$ cat config.mk
export PLATFORM = sky130hd
export DESIGN_NAME = bfsc_ram
export DESIGN_NICKNAME = d
export VERILOG_FILES = /design/src/sv/bfsc_ram.sv
export SDC_FILE = /design/constraint.sdc
export NUM_CORES = 2
export LEC_CHECK = 0
export BUFFER_PORTS_ARGS = -buffer_cell sky130_fd_sc_hd__buf_2
export CAP_MARGIN = 5
export CORE_UTILIZATION = 35
export DETAILED_ROUTE_END_ITERATION = 16
export MAX_ROUTING_LAYER = met4
export SYNTH_ARGS = -nofsm -noshare
export SYNTH_HDL_FRONTEND = slang
export SYNTH_SLANG_ARGS = --single-unit
$ cat constraint.sdc
create_clock -name clk -period 7.67 [get_ports clk]
set_input_delay 1.1505 -clock clk [delete_from_list [all_inputs] [get_ports clk]]
set_output_delay 1.1505 -clock clk [all_outputs]
set_load 0.1 [all_outputs]
$ cat src/sv/bfsc_ram.sv
// Generic simple dual-port RAM: one write port, one read port, registered read.
// No dependencies.
module bfsc_ram #(
  parameter int WIDTH  = 64,
  parameter int DEPTH  = 64,
  parameter int ADDR_W = (DEPTH > 1) ? $clog2(DEPTH) : 1
) (
  input  logic              clk,
  input  logic              we,
  input  logic [ADDR_W-1:0] waddr,
  input  logic [WIDTH-1:0]  wdata,
  input  logic [ADDR_W-1:0] raddr,
  output logic [WIDTH-1:0]  rdata
);

  logic [WIDTH-1:0] mem [DEPTH];

  always_ff @(posedge clk) begin
    if (we) begin
      mem[waddr] <= wdata;
    end
    rdata <= mem[raddr];
  end

endmodule

=== Word-level counts from Yosys, hierarchy flattened ===
Memories as Yosys holds them, arrays and structs flattened. A register that Yosys moved wholly into a read port is not among the register bits.
Cells that the tools add are included.

* Register bits: 0
* Memory bits (writable): 4096
* Input bits: 78
* Memories kept: 1

{| class="wikitable"
|+ Memory list
! name !! words !! bits a word !! rd ports !! clocked after Yosys merged registers in !! wr ports !! RTL line !! RTL
|-
| mem || 64 || 64 || 1 || 1 || 1 || 16 || <nowiki>logic [WIDTH-1:0] mem [DEPTH];</nowiki>
|}

* Multiplexer cells: 2

{| class="wikitable"
|+ Operators by type and width
! cell !! count
|-
| two-way mux 1 bit || 2
|}

=== Depth between registers and ports, before layout ===
* Depth after elaboration: 2
* Depth in mapped cells: 9
* Mapped depth without buffers: 5

=== Least setup slack after synthesis ===
OpenSTA, ideal clock, no wires.

* Path type: input to register
* Start point: input waddr[3]
* End point: memory mem[48][0], enable pin
* Setup time: 564 ps
* Arrival time: 6022 ps
* Required time: 7106 ps
* Setup slack: 1084 ps
* Stages on the path: 4
* Path through: clkbuf_1 > nor2b_1 > nand4b_1 > nor3_1

{| class="wikitable"
|+ RTL lines
! item !! RTL line !! RTL
|-
| start: declaration || 10 || <nowiki>input logic [ADDR_W-1:0] waddr,</nowiki>
|-
| end: declaration || 16 ||
|}

Straight into the memory's write port.

==> flow_summary.yaml <==
yosys:
  ys_types: 33
  ys_seq_area_share_pct: 79.49
  synth-simple-area-share_pct: 1.240
  postSynthAreaPerCell_um2: 23.70
  syn_area_um2: 156300
  syn-num-nets: 6676
  synthCells: 6598
  ys_ff_latch: 4160
  yosys_most_used_dff: "edfxtp_1"
  synth_top_family_by_area: "multiplexers"
  synth_adder_area_share_pct: 0
  async_flop_share_pct: 0
  synth.area.mux_share_pct: 15.61
  synth_compound_area_share_pct: 2.477
  synthXorXnorAreaFrac_pct: 0
  synth_edf_count: 4096
  ys.warnings.count: 0
pwr:
  p_int_w: 0.03736
  p_per_area_nw_per_um2: 267.2
  p_switching_w: 0.01038
  p_leak_nw: 54.78
  clkPwrFrac_pct: 41.8
  seqPwrFrac_pct: 53.0
  pwr-share-comb_pct: 5.2
  ir_worst_vdd_mv: 0.1890
  netSwitchingFraction_pct: 21.73
clock_tree:
  cts_root_buf: "clkbuf_16"
  hold_buffers: 0
  tritoncts: "built"
  clock_latency_ns: 0.95
  h-tree-depth: 5
  cts_made_buffers: 408
  post_cts_buffers: 0
  cts_buffer_depth: 4
  clock-sinks: 4160
  postCtsResizedCells: 0
  clk_pin_slew_worst_paths_ns: 0.06
worst_setup_path:
  regToRegSetupSlack_ns: 5.24
  path_delay_family: "buffers and inverters"
  slowest_delay_ns: 0.57
  startpoint: "raddr[1]"
  path_class: "in -> reg"
  path_max_fanout: 91
  required_ns: 8.47
  endpoint_kind: "register"
  crit_chain: "buf_8, buf_12, buf_4, mux4_2, or3_1, a41oi_1, a211oi_1"
  cp_slowest_cell: "buf_4"
  crit_buf_inv: 3
  worst_setup_path_start_kind: "input port"
  reg2reg_from: "mem[28][44]$_DFFE_PP_"
  arrival_ns: 4.57
floorplanning:
  initial_utilization_pct: 35.13
  coreArea_um2: 445100
  die_y_um: 670.4
  rows: 245
  design.portCount: 142
  die_w_um: 670.4
  dieArea_um2: 449400
sta:
  rsz0062_at_grt: "no"
  period_needed_ns: 3.766
  setup_tns_ns: 0
  fmax_mhz: 265.5
  drv_slew: 0
  setup_viol_count_final: 0
  holdWs_ns: 0.8421
  worst_pin_slew_ns: 1.301
  finalCritPeriodShare_pct: 49.11
  slew_headroom_pct: 13.27
  fin_skew_ns: 0.06945
  hold_viol: 0
global_route:
  grt_overflow: 0
  antenna_found_initial: 55
  grt_start_max_net_pins: 102
  grt_pass1_wl_um: 604700
  grt_use_total_pct: 19.61
  grt_pass1_vias: 75570
final_layout:
  nets: 7058
  drive_gt1_share_pct: 28.25
  final_common_cell: "edfxtp_1"
  final_cell_mix: "4,096 x edfxtp_1, 1,024 x mux4_2, 414 x clkbuf_16"
  syn2layout_area_growth_pct: 14.28
drt:
  vias: 74530
  antenna_left: 0
  avgRoutedWirePerCell_um: 32.84
  wirelength_um: 436100
  drt_iter0_drc: 8785
  viasPerCell: 5.614
  drc: 0
  drt_pass1_iterations: 5
placed_design:
  gp_congestion: 0.7873
  io_buffers: 141
  dp_hpwl_um: 231600
min_path:
  worstHoldStart: "mem[47][50]$_DFFE_PP_"
  holdCritPathClass: "reg -> reg"
run_status:
  status: "finished clean"
flow_run:
  drv_cap: 0
## per-layer routing
metal	share of wire [%]	wire length [µm]	global-route usage [%]
met5	0	0	-
met4	3.3	14240	5.822
met3	7.4	32450	2.932
met2	51	220900	32.88
met1	39	168500	24.78
## power groups by stage
stage	Sequential (W)	Clock, W	Combinational [W]
floorplan	0.0261	0	0.00117
global placement	0.0258	0	0.00247
detailed placement	0.0258	0	0.00251
CTS	0.0253	0.0202	0.00251
global route	0.0253	0.0211	0.00261
finish	0.0253	0.0200	0.00248
## worst reg2reg max path, delay by kind of cell (launching register included)
| kind | cells | cell delay, ns |
|---|---|---|
| muxes | 1 | 0.47 |
| and+or+nand+nor | 1 | 0.28 |
| AOI/OAI and AO/OA | 2 | 1.19 |
| DFF | 1 | 0.37 |
## metrics by stage
stage / cell area (µm²) / cells / worst slack [ns] / util [%] / power [W]
2_1_floorplan: 156300 / 6598 / 1.084 / - / 0.02724
3_3_place_gp: 165300 / 12500 / 2.892 / 37.14 / 0.02827
3_5_place_dp: 165300 / 12500 / 2.875 / 37.14 / 0.02831
4_1_cts: 178600 / 13240 / 3.902 / 40.12 / 0.04807
5_1_grt: 178600 / 13260 / 3.888 / 40.14 / 0.04897
6_report: 178700 / 13280 / 3.904 / 40.14 / 0.04774
## synthesized netlist by cell type, drive strengths merged (26+ instances only)
master	number	share of area, %
clkbuf	140	0.34
or2	28	0.11
a211oi	63	0.30
nand3	45	0.14
mux4	1024	15
nor2b	28	0.11
buf	230	0.80
or3	29	0.12
mux2i	135	0.86
o221ai	38	0.21
a41oi	26	0.15
nand2	58	0.14
a22oi	168	0.81
a22o	88	0.49
o22ai	83	0.33
nor2	112	0.27
edfxtp	4096	79
and3	64	0.26
dfxtp	64	0.82
## layout make-up
type                    instances  area [µm²]
clock buffers                 514       10930
repair buffers                342        2750
well taps                    5928        7417
multi-input cells            2049       30780
clock inverters               225        2351
flip-flops and latches       4160      124300
diodes                         40       100.1
inverters                      19       71.32
fillers                     38610      266400
## logic make-up (layout without fill, tap and decap cells)
| family | count (synthesis) | count (layout) |
|---|---|---|
| AO/OA/AOI/OAI | 504 | 504 |
| flip-flops | 4160 | 4160 |
| multiplexers | 1159 | 1159 |
| buffers and inverters | 389 | 1100 |
| other | 0 | 40 |
| AND/OR/NAND/NOR | 386 | 386 |
## state kept, by name, summed over array words and instances (netlist names)
register and flops:
mem 4096, rdata 64
## final timing paths
kind | end | depth (start not counted)
min | rdata[50]$_DFF_P_ | 4
min reg2reg | rdata[50]$_DFF_P_ | 4
max | rdata[11]$_DFF_P_ | 7
max reg2reg | rdata[44]$_DFF_P_ | 4
Note: power is estimated with default switching activity, not from simulation.
